==> src/rtl/pls_pkg.sv <==
`default_nettype none

package pls_pkg;

  localparam int COORD_W   = 4;
  localparam int COORD_N   = 2 ** COORD_W;
  localparam int VAL_W     = 32;
  localparam int FRAC_W    = 16;
  localparam int DIFF_W    = VAL_W + 2;
  localparam int HALF_W    = FRAC_W + 1;
  localparam int PROD_W    = DIFF_W + HALF_W;
  localparam int ACC_W     = PROD_W + 2;
  localparam int RND_W     = ACC_W - FRAC_W;
  localparam int SUM_W     = ACC_W + 1;
  localparam int CFG_ADDR_W = 4;
  localparam int CFG_DATA_W = 32;
  localparam int REG_IDX_W  = 2;

  localparam logic KIND_WRITE = 1'b0;
  localparam logic KIND_QUERY = 1'b1;

  localparam logic [REG_IDX_W-1:0] REG_WEIGHT_X = 2'd0;
  localparam logic [REG_IDX_W-1:0] REG_WEIGHT_Y = 2'd1;
  localparam logic [REG_IDX_W-1:0] REG_WEIGHT_Z = 2'd2;

  localparam logic [VAL_W-1:0] WEIGHT_RESET = 32'h0001_0000;
  localparam logic signed [VAL_W-1:0] SAT_MAX = 32'sh7FFF_FFFF;
  localparam logic signed [VAL_W-1:0] SAT_MIN = 32'sh8000_0000;
  localparam logic [ACC_W-1:0] ROUND_HALF = ACC_W'(32768);

  typedef struct packed {
    logic                    kind;
    logic [COORD_W-1:0]      cell_x;
    logic [COORD_W-1:0]      cell_y;
    logic [COORD_W-1:0]      cell_z;
    logic signed [VAL_W-1:0] cell_value;
  } in_item_t;

  typedef struct packed {
    logic signed [VAL_W-1:0] operator_value;
    logic                    saturated;
  } out_item_t;

  typedef struct packed {
    logic [VAL_W-1:0] wx;
    logic [VAL_W-1:0] wy;
    logic [VAL_W-1:0] wz;
  } weights_t;

  typedef enum logic [2:0] {
    NB_C  = 3'd0,
    NB_XP = 3'd1,
    NB_XM = 3'd2,
    NB_YP = 3'd3,
    NB_YM = 3'd4,
    NB_ZP = 3'd5,
    NB_ZM = 3'd6
  } nb_e;

  typedef enum logic [1:0] {
    AX_X = 2'd0,
    AX_Y = 2'd1,
    AX_Z = 2'd2
  } ax_e;

  typedef enum logic [2:0] {
    ST_IDLE  = 3'd0,
    ST_WRITE = 3'd1,
    ST_READ  = 3'd2,
    ST_WAIT  = 3'd3,
    ST_OUT   = 3'd4
  } state_e;

  typedef struct packed {
    logic latch;
    logic mem_we;
    logic rd_en;
    nb_e  rd_sel;
    logic load_out;
  } dp_cmd_t;

  typedef struct packed {
    logic res_done;
  } dp_status_t;

endpackage

`default_nettype wire

==> src/rtl/pls_regs.sv <==
`default_nettype none

module pls_regs (
  input  wire logic                                clk_i,
  input  wire logic                                rst_ni,
  input  wire logic                                psel,
  input  wire logic                                penable,
  input  wire logic                                pwrite,
  input  wire logic [pls_pkg::CFG_ADDR_W-1:0]      paddr,
  input  wire logic [pls_pkg::CFG_DATA_W-1:0]      pwdata,
  output logic      [pls_pkg::CFG_DATA_W-1:0]      prdata,
  output pls_pkg::weights_t                        weights_o
);

  pls_pkg::weights_t w_q, w_d;
  logic [pls_pkg::REG_IDX_W-1:0] idx;
  logic wr_en;

  assign idx   = paddr[pls_pkg::CFG_ADDR_W-1:2];
  assign wr_en = psel && penable && pwrite;

  always_comb begin
    w_d = w_q;
    if (wr_en) begin
      case (idx)
        pls_pkg::REG_WEIGHT_X: w_d.wx = pwdata;
        pls_pkg::REG_WEIGHT_Y: w_d.wy = pwdata;
        pls_pkg::REG_WEIGHT_Z: w_d.wz = pwdata;
        default: w_d = w_q;
      endcase
    end
  end

  always_comb begin
    case (idx)
      pls_pkg::REG_WEIGHT_X: prdata = w_q.wx;
      pls_pkg::REG_WEIGHT_Y: prdata = w_q.wy;
      pls_pkg::REG_WEIGHT_Z: prdata = w_q.wz;
      default: prdata = '0;
    endcase
  end

  always_ff @(posedge clk_i or negedge rst_ni) begin
    if (!rst_ni) begin
      w_q.wx <= pls_pkg::WEIGHT_RESET;
      w_q.wy <= pls_pkg::WEIGHT_RESET;
      w_q.wz <= pls_pkg::WEIGHT_RESET;
    end else begin
      w_q <= w_d;
    end
  end

  assign weights_o = w_q;

endmodule

`default_nettype wire

==> config.mk <==
export PLATFORM = sky130hd
export DESIGN_NAME = pls_regs
export DESIGN_NICKNAME = d
export VERILOG_FILES = /design/src/rtl/pls_pkg.sv /design/src/rtl/pls_regs.sv
export SDC_FILE = /design/constraint.sdc
export NUM_CORES = 1
export LEC_CHECK = 0
export ABC_AREA = 1
export BUFFER_PORTS_ARGS = -buffer_cell sky130_fd_sc_hd__buf_2
export CAP_MARGIN = 15
export CORE_ASPECT_RATIO = 0.5
export CORE_MARGIN = 4
export CORE_UTILIZATION = 54
export CTS_BUF_LIST = sky130_fd_sc_hd__clkbuf_2
export DETAILED_ROUTE_END_ITERATION = 12
export GPL_TIMING_DRIVEN = 0
export PLACE_DENSITY = 0.88
export SYNTH_ARGS = -nofsm -noshare
export SYNTH_HDL_FRONTEND = slang
export SYNTH_SLANG_ARGS = --single-unit
==> constraint.sdc <==
create_clock -name clk_i -period 1.6 [get_ports clk_i]
set_input_delay 0.32 -clock clk_i [delete_from_list [all_inputs] [get_ports clk_i]]
set_output_delay 0.32 -clock clk_i [all_outputs]
set_load 0.01 [all_outputs]
**Word-level counts from Yosys, hierarchy flattened**

Index checks and enable logic that the tools add are counted.

- Flip-flop bits (word level): 96

- Reductions and logical operators: 6
- Eq/ne operators: 2
- Multiplexer cells: 1

Operator list:

| cell | count |
|---|---|
| $pmux 32 s3 | 1 |
| $reduce_and 2->1 | 3 |
| $eq 2x1->1 const B | 1 |
| $eq 2x2->1 const B | 1 |
| $logic_and 1x1->1 | 2 |
| $logic_not 2->1 | 1 |

**Depth between registers and ports, before layout**

- Depth after elaboration: 3
- Mapped depth: 7

**Worst setup path before layout**

Ideal clock, no wire load.

- Kind: input to output
- From: input port paddr[2] in the netlist's numbering
- To: output port prdata[15] in the netlist's numbering
- Stages: 6
- Path buffers: 1
- Data arrival time: 0.866 ns
- Setup slack: 0.414 ns
- Path through: inv_2 -> nand2_1 -> inv_2 -> buf_2 -> nand2_1 -> nand3_1

- Word-level cells in the longest chain between the ends: 2
- Elaborated cells between the ends (all ways): 4
- Classes of those cells: 2 x eq/ne; 1 x mux; 1 x reduce/logical

RTL lines:

| what | RTL line | text |
|---|---|---|
| start: declaration | pls_regs.sv:9 | `input wire logic [pls_pkg::CFG_ADDR_W-1:0] paddr,` |
| $eq 2x2->1, or another cell as far along | pls_regs.sv:35 | `case (idx)` |
| $pmux 32 s3 (*) | pls_regs.sv:35 |  |
| end: declaration | pls_regs.sv:11 | `output logic [pls_pkg::CFG_DATA_W-1:0] prdata,` |

Every way passes the cells marked *; elsewhere a longest branch is shown, timed or not.

**Worst setup path after layout**

- From: register w_q (netlist bit weights_o[48])
- To: output port prdata[16] in the netlist's numbering

- Word-level cells in the longest chain between the ends: 1

RTL lines:

| what | RTL line | text |
|---|---|---|
| start: declaration | pls_regs.sv:15 | `pls_pkg::weights_t w_q, w_d;` |
| start signal: assignment | pls_regs.sv:49 | `w_q <= w_d;` |
| $pmux 32 s3 | pls_regs.sv:35 |  |

No other way between the ends.

==> summary.md <==
| Metric | Value |
|---|---|
| Status | `finished, violations left` |
| Violated checks | `negative setup slack` |
| Number of max-cap violations | `0` |
| Top cells by count, synth | `390 x nand2_1, 93 x dfrtp_1, 33 x nand3_1` |
| Cell Pwr Density | `roughly 1100 nW/um^2` |
| Synth unique cells | `11` |
| Total grt overflow | `0` |
| Crit path arrival time | `1430 ps` |
| First-pass iteration count of the detailed router | `7` |
| Final hold slack | `152 ps` |
| Reg2reg end | `weights_o[47]` |
| First-pass GRT wire length | `22.0 mm` |
| Yosys warnings | `0` |
| CTS tree | `done` |
| Crit path buf inv count | `1` |
| Worst setup path start | `weights_o[48]` |
| Post-synth ARST share | `100%` |
| Relative slew slack | `roughly 67%` |
| Area growth syn-to-layout | `49.7%` |
| Flop-to-flop setup slack | `roughly 670 ps` |
| P_leak | `~3.8 nW` |
| Post-synth top area share | `between 50 and 60%` |
| Vias in the first global route | `around 4500` |
| Largest stage delay, worst path | `between 500 and 600 ps` |
| Hold path depth | `6` |
| RSZ-0062 raised after global routing | `yes` |
| Clock sinks | `96` |
| Die Ht | `a little over 70 um` |
| Primary FF master, synth | `dfrtp_1` |
| Seq/Total Area, Yosys | `between 50 and 60%` |
| Max reg flops | `96` |
| Worst slew pin tran | `~490 ps` |
| Crit path max fanout | `2` |
| Synth top area cells | `dfrtp_1 55%, nand2_1 35%, nand3_1 3.9%` |
| Initial antenna violation count | `1` |
| Clk_lat worst skew | `between 500 and 600 ps` |
| Total power | `~7 mW` |
| Crit path kind | `reg2out` |
| Slowest stage cell on the critical path | `dfstp_2` |
| Clk pin slew, worst setup/hold paths | `260 ps` |
| Hpwl dp | `between 8 and 9 mm` |
| Worst Setup Slack, final | `-151 ps` |
| Worst Hold Launch | `paddr[3]` |
| Final Slew Violations | `0` |
| Biggest area consumer among synthesized cells | `dfrtp_1` |
| Syn_area_per_cell | `approximately 7.6 um^2` |
| Number of core rows | `22` |
| Starting Density | `between 50% and 60%` |
| Antenna diodes | `0` |
| Final worst-path cycle share | `109%` |
| Worst setup EP type | `output port` |
| Die area | `approximately 9400 um^2` |
| FF-to-FF path depth | `4` |
| Max Clk Rate | `571 MHz` |
| Skew final | `0 ps` |
| Syn Inst Count | `about 560` |
| CTS Buf Count | `9` |
| Routed met3 length | `1.77 mm` |
| Ports | `169` |
| Worst Path Required | `between 1000 and 1500 ps` |
| Syn Nets | `~600` |
| Fraction of layout cells with a size suffix above 1 | `about a third` |
| Met2 WL post-DR | `7.50 mm` |
| TNS Setup | `-2920 ps` |
| Number of vias in the routed layout | `about 5100` |
| Die width | `133 um` |
| Hold EP | `weights_o[87]` |
| Setup-failing EPs final | `between 40 and 50` |
| Synthesized area | `roughly 4200 um^2` |
| Top sig layer | `met5` |
| Reg2reg start | `weights_o[47]` |
| H-tree depth | `3` |
| Core area | `roughly 7500 um^2` |
| Worst vdd ir | `approximately 0.64 mV` |
| Worst Hold Class | `in2reg` |
| Yosys reg bits | `96` |
| Period minus WS final | `1750 ps` |
| DRT iter0 DRCs | `669` |
| Post-synth EDFFs | `0` |
| Drt drc | `0` |
| Dominant cell by count in the synthesized netlist | `nand2_1` |
| GRT Resource Usage Total | `between 20% and 30%` |
| DRT Wirelength | `roughly 16 mm` |
| Cells along the critical path | `nand2_1, nand3_1, buf_2` |
| Fin nets | `a little under 900` |
| Largest net degree at the start of global routing | `a little over 60` |
| Met1 Wirelength | `around 6 mm` |
| GPL Wtd Cong | `between 0.8 and 0.9` |
| ANT nets after route | `0` |
| Clk buf depth | `2` |
| Via-per-instance ratio | `~5.4` |
| Dpl ws | `-35.4 ps` |
| Final hold vios | `0` |
| Family with the most delay on the worst path | `flip-flops` |
| Port Buffers | `between 150 and 200` |
| Startpoint types | `flop` |
| CTS root buffer | `clkbuf_2` |
| Routed len/inst | `17.2 um` |
| Final core utilization | `a little over four fifths` |
-- cells in the final DEF (no fill, tap or decap), drive strengths merged, types with 3 or more instances in the layout --
cell type,netlist,routed
inv,5,5
dfstp,3,3
clkbuf,0,10
nand2,391,391
dfrtp,93,93
nor2,5,5
clkinv,0,3
nand3,33,33
dlygate4sd3,0,33
buf,27,251
-- report_power, final --
part           leakage, nW  switching [mW]  internal, mW
registers             1.21           0.431          2.93
clock network       0.0587           0.800         0.330
logic                 2.50            1.34          1.33
-- per-stage QoR --
stage | area (um^2) | cells
after floorplan | 4230 | 557
after global placement | 5200 | 831
after detailed placement | 5230 | 832
after CTS | 5980 | 910
after global routing | 6340 | 937
final | 6340 | 937
-- metal layers --
metal | up-vias | global-route usage (%)
met5 | - | 0
met4 | 2 | 12.4
met3 | 107 | 6.96
met2 | 423 | 50.5
met1 | 2337 | 36.5
li1 | 2222 | -
-- worst register-to-register path: stages, from the launching register on --
cell,delay (ps)
dfrtp_1,450
buf_6,120
buf_4,120
nand2_1,90
nand2_1,80
-- logic make-up after synthesis --
logic type | synth area share [%]
AND/OR/NAND/NOR | 39.3
flip-flops | 56.9
buffers and inverters | 3.81
-- area by class of cell --
cell class                 instances  area (um^2)
timing repair buffer             258         1840
multi-input combinational        429         1700
fill                             412         1120
tap                              108          135
sequential                        96         2410
inverter                           5         18.8
clock inverter                     5         50.0
buffer                            27          145
clock buffer                       9         45.0
-- timing repair --
action / CTS / global route
resized for setup: 16 / 39
hold buffers: 33 / 0
pin swaps: 22 / 16
buffers inserted: 31 / 27
hold endpoints to repair: 131 / 0
endpoints found under the setup margin: 35 / 47
-- worst max path at each step --
stage,cells past startpoint,to,slack (ps)
finish,3,prdata[16],-150
global route,3,prdata[16],-210
CTS,3,prdata[16],-170
detailed placement,6,prdata[15],-40
global placement,1,weights_o[19],-690
floorplan,6,prdata[15],410
Power figures use the tool's default switching activity.
