## config.mk

```make
export PLATFORM = sky130hd
export DESIGN_NAME = pls_ctrl
export DESIGN_NICKNAME = d
export VERILOG_FILES = /design/src/rtl/pls_pkg.sv /design/src/rtl/pls_ctrl.sv
export SDC_FILE = /design/constraint.sdc
export NUM_CORES = 1
export LEC_CHECK = 0
export BUFFER_PORTS_ARGS = -buffer_cell sky130_fd_sc_hd__buf_2
export CORE_AREA = 2 2 39 41
export CTS_CLUSTER_DIAMETER = 100
export DETAILED_ROUTE_END_ITERATION = 16
export DIE_AREA = 0 0 41 43
export HOLD_SLACK_MARGIN = 0.1
export PLACE_DENSITY = 0.62
export RECOVER_POWER = 25
export SLEW_MARGIN = 20
export SYNTH_ARGS = -nofsm -noshare
export SYNTH_HDL_FRONTEND = slang
export SYNTH_SLANG_ARGS = --single-unit
```

## constraint.sdc

```tcl
create_clock -name clk_i -period 1.35 [get_ports clk_i]
set_input_delay 0.135 -clock clk_i [delete_from_list [all_inputs] [get_ports clk_i]]
set_output_delay 0.135 -clock clk_i [all_outputs]
set_load 0.02 [all_outputs]
```

## src/rtl/pls_pkg.sv

```systemverilog
`default_nettype none

package pls_pkg;

  localparam int COORD_W   = 4;
  localparam int COORD_N   = 2 ** COORD_W;
  localparam int VAL_W     = 32;
  localparam int FRAC_W    = 16;
  localparam int DIFF_W    = VAL_W + 2;
  localparam int HALF_W    = FRAC_W + 1;
  localparam int PROD_W    = DIFF_W + HALF_W;
  localparam int ACC_W     = PROD_W + 2;
  localparam int RND_W     = ACC_W - FRAC_W;
  localparam int SUM_W     = ACC_W + 1;
  localparam int CFG_ADDR_W = 4;
  localparam int CFG_DATA_W = 32;
  localparam int REG_IDX_W  = 2;

  localparam logic KIND_WRITE = 1'b0;
  localparam logic KIND_QUERY = 1'b1;

  localparam logic [REG_IDX_W-1:0] REG_WEIGHT_X = 2'd0;
  localparam logic [REG_IDX_W-1:0] REG_WEIGHT_Y = 2'd1;
  localparam logic [REG_IDX_W-1:0] REG_WEIGHT_Z = 2'd2;

  localparam logic [VAL_W-1:0] WEIGHT_RESET = 32'h0001_0000;
  localparam logic signed [VAL_W-1:0] SAT_MAX = 32'sh7FFF_FFFF;
  localparam logic signed [VAL_W-1:0] SAT_MIN = 32'sh8000_0000;
  localparam logic [ACC_W-1:0] ROUND_HALF = ACC_W'(32768);

  typedef struct packed {
    logic                    kind;
    logic [COORD_W-1:0]      cell_x;
    logic [COORD_W-1:0]      cell_y;
    logic [COORD_W-1:0]      cell_z;
    logic signed [VAL_W-1:0] cell_value;
  } in_item_t;

  typedef struct packed {
    logic signed [VAL_W-1:0] operator_value;
    logic                    saturated;
  } out_item_t;

  typedef struct packed {
    logic [VAL_W-1:0] wx;
    logic [VAL_W-1:0] wy;
    logic [VAL_W-1:0] wz;
  } weights_t;

  typedef enum logic [2:0] {
    NB_C  = 3'd0,
    NB_XP = 3'd1,
    NB_XM = 3'd2,
    NB_YP = 3'd3,
    NB_YM = 3'd4,
    NB_ZP = 3'd5,
    NB_ZM = 3'd6
  } nb_e;

  typedef enum logic [1:0] {
    AX_X = 2'd0,
    AX_Y = 2'd1,
    AX_Z = 2'd2
  } ax_e;

  typedef enum logic [2:0] {
    ST_IDLE  = 3'd0,
    ST_WRITE = 3'd1,
    ST_READ  = 3'd2,
    ST_WAIT  = 3'd3,
    ST_OUT   = 3'd4
  } state_e;

  typedef struct packed {
    logic latch;
    logic mem_we;
    logic rd_en;
    nb_e  rd_sel;
    logic load_out;
  } dp_cmd_t;

  typedef struct packed {
    logic res_done;
  } dp_status_t;

endpackage

`default_nettype wire

```

## src/rtl/pls_ctrl.sv

```systemverilog
`default_nettype none

module pls_ctrl (
  input  wire logic               clk_i,
  input  wire logic               rst_ni,
  input  wire logic               in_valid_i,
  input  wire logic               in_kind_i,
  output logic                    in_stall_o,
  output logic                    out_valid_o,
  input  wire logic               out_stall_i,
  output pls_pkg::dp_cmd_t        cmd_o,
  input  wire pls_pkg::dp_status_t status_i
);

  pls_pkg::state_e state_q, state_d;
  pls_pkg::nb_e    nb_q, nb_d;
  logic            out_valid_q, out_valid_d;
  logic            slot_free;
  logic            load;

  assign slot_free = !out_valid_q || !out_stall_i;

  always_comb begin
    state_d    = state_q;
    nb_d       = nb_q;
    in_stall_o = 1'b1;
    load       = 1'b0;
    cmd_o      = '0;
    cmd_o.rd_sel = pls_pkg::NB_C;
    case (state_q)
      pls_pkg::ST_IDLE: begin
        in_stall_o = 1'b0;
        if (in_valid_i) begin
          cmd_o.latch = 1'b1;
          nb_d        = pls_pkg::NB_C;
          state_d     = (in_kind_i == pls_pkg::KIND_QUERY) ? pls_pkg::ST_READ
                                                           : pls_pkg::ST_WRITE;
        end
      end
      pls_pkg::ST_WRITE: begin
        cmd_o.mem_we = 1'b1;
        state_d      = pls_pkg::ST_IDLE;
      end
      pls_pkg::ST_READ: begin
        cmd_o.rd_en  = 1'b1;
        cmd_o.rd_sel = nb_q;
        if (nb_q == pls_pkg::NB_ZM) begin
          state_d = pls_pkg::ST_WAIT;
        end else begin
          nb_d = pls_pkg::nb_e'(nb_q + 3'd1);
        end
      end
      pls_pkg::ST_WAIT: begin
        if (status_i.res_done) begin
          if (slot_free) begin
            load    = 1'b1;
            state_d = pls_pkg::ST_IDLE;
          end else begin
            state_d = pls_pkg::ST_OUT;
          end
        end
      end
      pls_pkg::ST_OUT: begin
        if (slot_free) begin
          load    = 1'b1;
          state_d = pls_pkg::ST_IDLE;
        end
      end
      default: state_d = pls_pkg::ST_IDLE;
    endcase
    cmd_o.load_out = load;
    out_valid_d    = (out_valid_q && out_stall_i) || load;
  end

  always_ff @(posedge clk_i or negedge rst_ni) begin
    if (!rst_ni) begin
      state_q     <= pls_pkg::ST_IDLE;
      nb_q        <= pls_pkg::NB_C;
      out_valid_q <= 1'b0;
    end else begin
      state_q     <= state_d;
      nb_q        <= nb_d;
      out_valid_q <= out_valid_d;
    end
  end

  assign out_valid_o = out_valid_q;

endmodule

`default_nettype wire

```

# Word level (Yosys, flattened, before mapping)
# Index checks and enable logic that the tools add are counted.
dict set report classes {
  reduce_logical 9
  n_addsub 1
  mux 18
  n_eq_ne 10
}
# cell count
set ops {}
lappend ops {{3-bit two-way mux} 7}
lappend ops {{3-bit case mux with 4 select lines} 1}
lappend ops {{2-bit inequality test, second input constant} 5}
lappend ops {{3-bit by 2-bit == test with 1-bit output, second input constant} 2}
lappend ops {{3-bit == test, second input constant} 2}
lappend ops {{1-bit two-way mux} 6}
lappend ops {{3-bit case mux with 2 select lines} 1}
lappend ops {{4-bit two-way mux} 1}
lappend ops {{4-bit AND reduction} 1}
lappend ops {{3-bit by 1-bit adder with 3-bit output, second input constant} 1}
lappend ops {{3-bit by 1-bit == test with 1-bit output, second input constant} 1}
lappend ops {{3-bit logical NOT} 1}
lappend ops {{3-bit AND reduction} 1}
lappend ops {{1-bit logical NOT} 2}
lappend ops {{1-bit logical OR} 2}
lappend ops {{2-bit two-way mux} 1}
lappend ops {{1-bit case mux with 2 select lines} 1}
lappend ops {{2-bit nonzero test} 1}
lappend ops {{1-bit logical AND} 1}
dict set report totals {
  ff_bits 7
  elab_cells 41
}

# Longest topological paths before layout
# Gate-level depths: netlist of run 1.
dict set report logic_depth {
  word_depth 6
  mapped_depth 5
}

# Worst setup path before layout of run 1
# No wires, ideal clock.
dict set report synth_timing {
  kind {register to output}
  from {reg state_q[0]}
  to {out cmd_o[6] (netlist bit)}
  n_path_buf 1
  path_slack_ps 44
  t_arrival_ps 1171
  path_stages_with_launch 4
  path_cell_list {dfrtp_1 > buf_6 > or4b_4 > inv_1}
}
# item line_no
set synth_rtl {}
lappend synth_rtl {{from (decl)} pls_ctrl.sv:15} ;# pls_pkg::state_e state_q, state_d;
lappend synth_rtl {{from (signal assigned)} pls_ctrl.sv:77} ;# state_q <= pls_pkg::ST_IDLE;
lappend synth_rtl {{from (signal assigned)} pls_ctrl.sv:81} ;# state_q <= state_d;
lappend synth_rtl {{to (decl)} pls_ctrl.sv:11} ;# output pls_pkg::dp_cmd_t cmd_o,

==> results of run 1 <==
[where the power goes]
| part | internal, W | leakage, nW | switching [W] | total (W) |
|---|---|---|---|---|
| clock network | 0.000112 | 0.0150 | 0.0000693 | 0.000182 |
| registers | 0.000297 | 0.0855 | 0.0000787 | 0.000376 |
| logic | 0.000670 | 0.295 | 0.000563 | 0.00123 |
[layout by cell type (no fill, tap or decap), types with 3 or more instances in the layout]
| master | synthesis | layout |
|---|---|---|
| buf_2 | 0 | 5 |
| dfrtp_1 | 7 | 6 |
| buf_4 | 1 | 13 |
| buf_6 | 1 | 10 |
| nand2_1 | 6 | 4 |
| nor2_1 | 4 | 4 |
| clkbuf_4 | 0 | 3 |
[per-layer routing]
layer	up-vias	part of all wire, %
li1	234	-
met1	216	41
met2	11	55
met3	2	3.8
met4	0	0.49
met5	-	0
[state kept, by name, summed over array words and instances (netlist names)]
signal       cells
out_valid_o      1
nb_q             3
state_q          3
[what timing repair did]
action | in CTS | in global routing
hold buffers | 1 | 0
endpoints found under the setup margin | 7 | 12
buffers inserted | 8 | 3
resized for setup | 21 | 13
pin swaps | 6 | 6
endpoints found under the hold margin | 7 | 0
[worst max-delay path: cells and delay by family, from the launching register on]
family,cells,cell delay (ps)
simple gates,1,520
buf+inv,2,180
flops,1,450
[worst max path at each step]
stage	to	depth (start not counted)	slack, ps
2_1_floorplan	cmd_o[6]	3	40
3_3_place_gp	cmd_o[6]	3	70
3_5_place_dp	cmd_o[6]	3	60
4_1_cts	cmd_o[6]	3	-150
5_1_grt	cmd_o[0]	5	-220
6_report	cmd_o[6]	3	-170
[per-stage QoR]
| step | setup TNS, ps | util [%] |
|---|---|---|
| final | -706 | 57.2 |
| after global routing | -1330 | 57.2 |
| after CTS | -580 | 51.4 |
| after detailed placement | 0 | 39.5 |
| after global placement | 0 | 39.5 |
| after floorplan | 0 | - |
[final cells by class]
cell class | count | area [µm²]
clock buffers | 4 | 26.3
multi-input cells | 36 | 293
well taps | 16 | 20.0
repair buffers | 31 | 269
flip-flops and latches | 7 | 176
inverters | 2 | 7.51
fillers | 120 | 592
[logic make-up (layout without fill, tap and decap cells)]
kind of cell,after synthesis,count (layout),share of synthesized area (%)
simple gates,23,23,29.4
compound gates,9,9,13.8
flops,7,7,39.5
buf+inv,5,37,7.06
fa+ha+maj,2,2,5.65
mux,2,2,4.52
==> impl_metrics.toml, run 1 <==
[setup_path]
startpoint_type = "flop"
path_max_fanout = 4
end_kind = "output pin"
cpPeakStageDelay_ps = 520
cp_data_arrival_time_ps = 1390
r2r-end = "nb_q[2]$_DFFE_PN0P_"
worstReg2RegStart = "state_q[2]$_DFFE_PN0P_"
path_cells = "or4b_4, inv_2, buf_6"
worst-setup-path-type = "flop to output pin"
r2r_setup_slack_ps = -60
crit_start = "state_q[2]$_DFFE_PN0P_"
crit_slowest_cell = "or4b_4"
reg2regPathDepth = 5
required_ps = 1220

[grt]
use_met1_pct = 17.1
grt_overflow = 0
grt_max_degree = 10
grt_usage_pct = 14.4
grt-busiest-layer = "met2"
grt_use_met2_pct = 22.8
use_met3_pct = 3.14
grt_pass1_vias = 389
antenna_found_initial = 0
grt_pass1_wl_um = 1660

[synthesis]
synth_enable_flop_cells = 0
synth_nets = 56
yosysTopAreaCellShare_pct = 39.5
yosys.area.top_type = "dfrtp_1"
async_reset_ff_share_pct = 100
synth-seq-cells = 7
synthTopCellsByArea = "dfrtp_1 40%, ha_1 5.6%, nand2_1 5.1%"
synthFlopType = "dfrtp_1"
ys_seq_area_share_pct = 39.5
synthTopCellsByCount = "7 x dfrtp_1, 6 x nand2_1, 4 x a21oi_1, 4 x nor2_1, 3 x and3_1"
ys_types = 24
syn_area_per_cell_um2 = 9.23
synth_most_common_cell = "dfrtp_1"
synth_area_um2 = 443
synth_warnings = 0
syn_inst = 48

[outcome]
outcome = "finished with violations"
violations = "negative setup slack"

[drt]
first_iter_violations = 8
ant_nets = 0
viasPerCell = 4.82
vias = 463
drt_first_pass_iters = 4
wl_per_cell_um = 12.8
wirelength_um = 1230
drc_errors = 0

[timing]
slew_viol_final = 0
hold_ws_ps = 153
rsz0062_at_grt = "true"
setup_viol = 8
hold_viol = 0
period_share_pct = 113
worst_pin_slew_ps = 378
max_freq_ghz = 0.657
finClkSkew_ps = 0.898
setup_ws_ps = -171
relSlewSlack_pct = 74.8
period_needed_ps = 1520

[floorplanning]
initial_core_util_pct = 32.0
die_x_um = 41
core-area_um2 = 1380
rows = 14
die_h_um = 43
dieArea_um2 = 1760
ios = 15

[placed_design]
place_ws_ps = 56.1
hpwl_um = 694
port-buffer-count = 14
dpl_cell_area_um2 = 547
place_inst = 80
finalWeightedCongestion = 0.601

[job]
drv_cap = 0

[worst_hold_path]
holdPathEnd = "out_valid_o$_DFF_PN0_"
holdPathStages = 3
hold_class = "primary input to flop"
worstHoldStart = "out_stall_i"

[clock_tree]
htreeDepth = 1
cts_tree = "done"
clkTransAtPathRegs_ps = 50
cts_buffer_depth = 2
cts-root-buf = "clkbuf_4"
cts_buffers = 3
cts_sinks = 7
worstSkewPairLatency_ps = 240

[pwr]
ir_worst_vdd_uv = 885
p_per_area_nw_per_um2 = 2260
p_leak_nw = 0.395
power_w = 0.00179

[cells_and_area]
drive_gt1_share_pct = 60.0
fin_nets = 89
num_antenna_cells = 0
design_area_um2 = 792
fin_cells = 96
areaGrowthSynthToFinish_pct = 78.8
Power figures use the tool's default switching activity.
==> run 2, diff against run 1 <==
Settings changed: BUFFER_PORTS_ARGS -buffer_cell sky130_fd_sc_hd__buf_2 to -buffer_cell sky130_fd_sc_hd__buf_4.
==> impl_metrics.toml, run 2 (same netlist as run 1, synthesis figures left out) <==
[drt]
topRoutingLayerUsed = "met4"
drt_first_pass_iters = 2
wl_met2_um = 617
wl_met1_um = 437
routed-wl-met3_um = 49
drc_errors = 0
viasPerCell = 4.97
wl_per_cell_um = 12.1
wirelength_um = 1110
vias = 457
first_iter_violations = 7
ant_nets = 0

[setup_path]
path_max_fanout = 6
reg2regPathDepth = 5
r2r-end = "nb_q[2]$_DFFE_PN0P_"
end_kind = "output pin"
cp-endpoint = "cmd_o[6]"
worst-setup-path-type = "flop to output pin"
path_cells = "or4b_4, inv_2, buf_6"
crit_slowest_cell = "or4b_4"
cp_data_arrival_time_ps = 1400
worstReg2RegStart = "state_q[0]$_DFFE_PN0P_"
r2r_setup_slack_ps = -80
startpoint_type = "flop"
cpPeakStageDelay_ps = 520
required_ps = 1220
crit_start = "state_q[2]$_DFFE_PN0P_"

[floorplanning]
die_h_um = 43
dieArea_um2 = 1760
die_x_um = 41
ios = 15
core-area_um2 = 1380
initial_core_util_pct = 32.0
rows = 14

[clock_tree]
cts_sinks = 7
cts_buffer_depth = 2
cts_buffers = 3
cts-root-buf = "clkbuf_4"
worstSkewPairLatency_ps = 240
htreeDepth = 1
cts_tree = "done"
clkTransAtPathRegs_ps = 50

[timing]
slew_viol_final = 0
relSlewSlack_pct = 75.3
worst_pin_slew_ps = 370
setup_ws_ps = -181
max_freq_ghz = 0.653
hold_viol = 0
period_share_pct = 113
setup_viol = 8
setup_tns_ps = -941
rsz0062_at_grt = "true"
period_needed_ps = 1530
finClkSkew_ps = 2.43

[cells_and_area]
mostFrequentLayoutCells = "17 x buf_4, 8 x buf_6, 6 x nand2_1, 6 x dfrtp_1"
final_common_cell = "buf_4"
areaGrowthSynthToFinish_pct = 72.3
multiInputGateArea_um2 = 302
fin_nets = 85
num_antenna_cells = 0
seqCellArea_um2 = 176
nFillCells = 130
drive_gt1_share_pct = 57.9

[grt]
grt_pass1_wl_um = 1480
grt_pass1_vias = 393
grt_max_degree = 11
antenna_found_initial = 0
grt_usage_pct = 12.5
grt_overflow = 0

[pwr]
ir_worst_vdd_uv = 1020
p_per_area_nw_per_um2 = 2310
power_w = 0.00176
p_leak_nw = 0.376

[placed_design]
hpwl_um = 683
port-buffer-count = 14
finalWeightedCongestion = 0.614
place_ws_ps = 67.7

[job]
drv_cap = 0

[outcome]
outcome = "finished with violations"
violations = "negative setup slack"

[worst_hold_path]
hold_class = "primary input to flop"
[run 2: cell types whose count changed in the layout (fill, tap and decap cells not counted), sizes merged]
cell and change:
buf -4
[run 2: cell type report]
type                    instances  share of cell area, %
multi-input cells              36                   39.5
repair buffers                 27                   30.3
flip-flops and latches          7                   23.1
clock buffers                   4                   3.44
well taps                      16                   2.62
inverters                       2                  0.984
[run 2: what timing repair did]
action                                  in CTS  in global routing
pin swaps                                    6                  9
setup buffers                                7                  2
endpoints found under the setup margin       7                 11
gates resized for setup                     14                 11
hold buffers                                 1                  0
endpoints found under the hold margin        7                  0
[run 2: per-layer routing]
metal | GRT usage (%) | vias to the layer above
li1 | - | 224
met2 | 19.7 | 9
met5 | 0 | -
met4 | 8.00 | 0
met3 | 1.57 | 2
met1 | 15.0 | 222
[run 2: critical path, delay by kind of cell, from the launching register on]
kind | cells | cell delay, ps
AND/OR/NAND/NOR | 1 | 520
flip-flops | 1 | 460
buffers and inverters | 2 | 180
[run 2: power breakdown]
part	switching, W	total (W)	internal, W
sequential	0.0000979	0.000395	0.000297
clock	0.0000662	0.000178	0.000112
combinational	0.000555	0.00119	0.000634
total	0.000720	0.00176	0.00104
[run 2: stage by stage]
stage | cells | hold slack [ps] | utilization, % | cell area [µm²]
final | 92 | 136 | 55.2 | 763
after global routing | 92 | 154 | 55.2 | 763
after CTS | 90 | 107 | 50.9 | 704
after detailed placement | 79 | -48.1 | 41.5 | 574
after global placement | 79 | -50.1 | 41.5 | 574
after floorplan | 48 | -161 | - | 443
[run 2: how the worst min path moves through the flow]
stage,startpoint,to,slack (ps),cells after the start
CTS,out_stall_i,out_valid_o$_DFF_PN0_,110,3
floorplan,rst_ni,nb_q[0]$_DFFE_PN0P_,-160,0
detailed placement,rst_ni,out_valid_o$_DFF_PN0_,-50,1
global placement,rst_ni,out_valid_o$_DFF_PN0_,-50,1
finish,out_stall_i,out_valid_o$_DFF_PN0_,140,3
global route,out_stall_i,out_valid_o$_DFF_PN0_,150,3
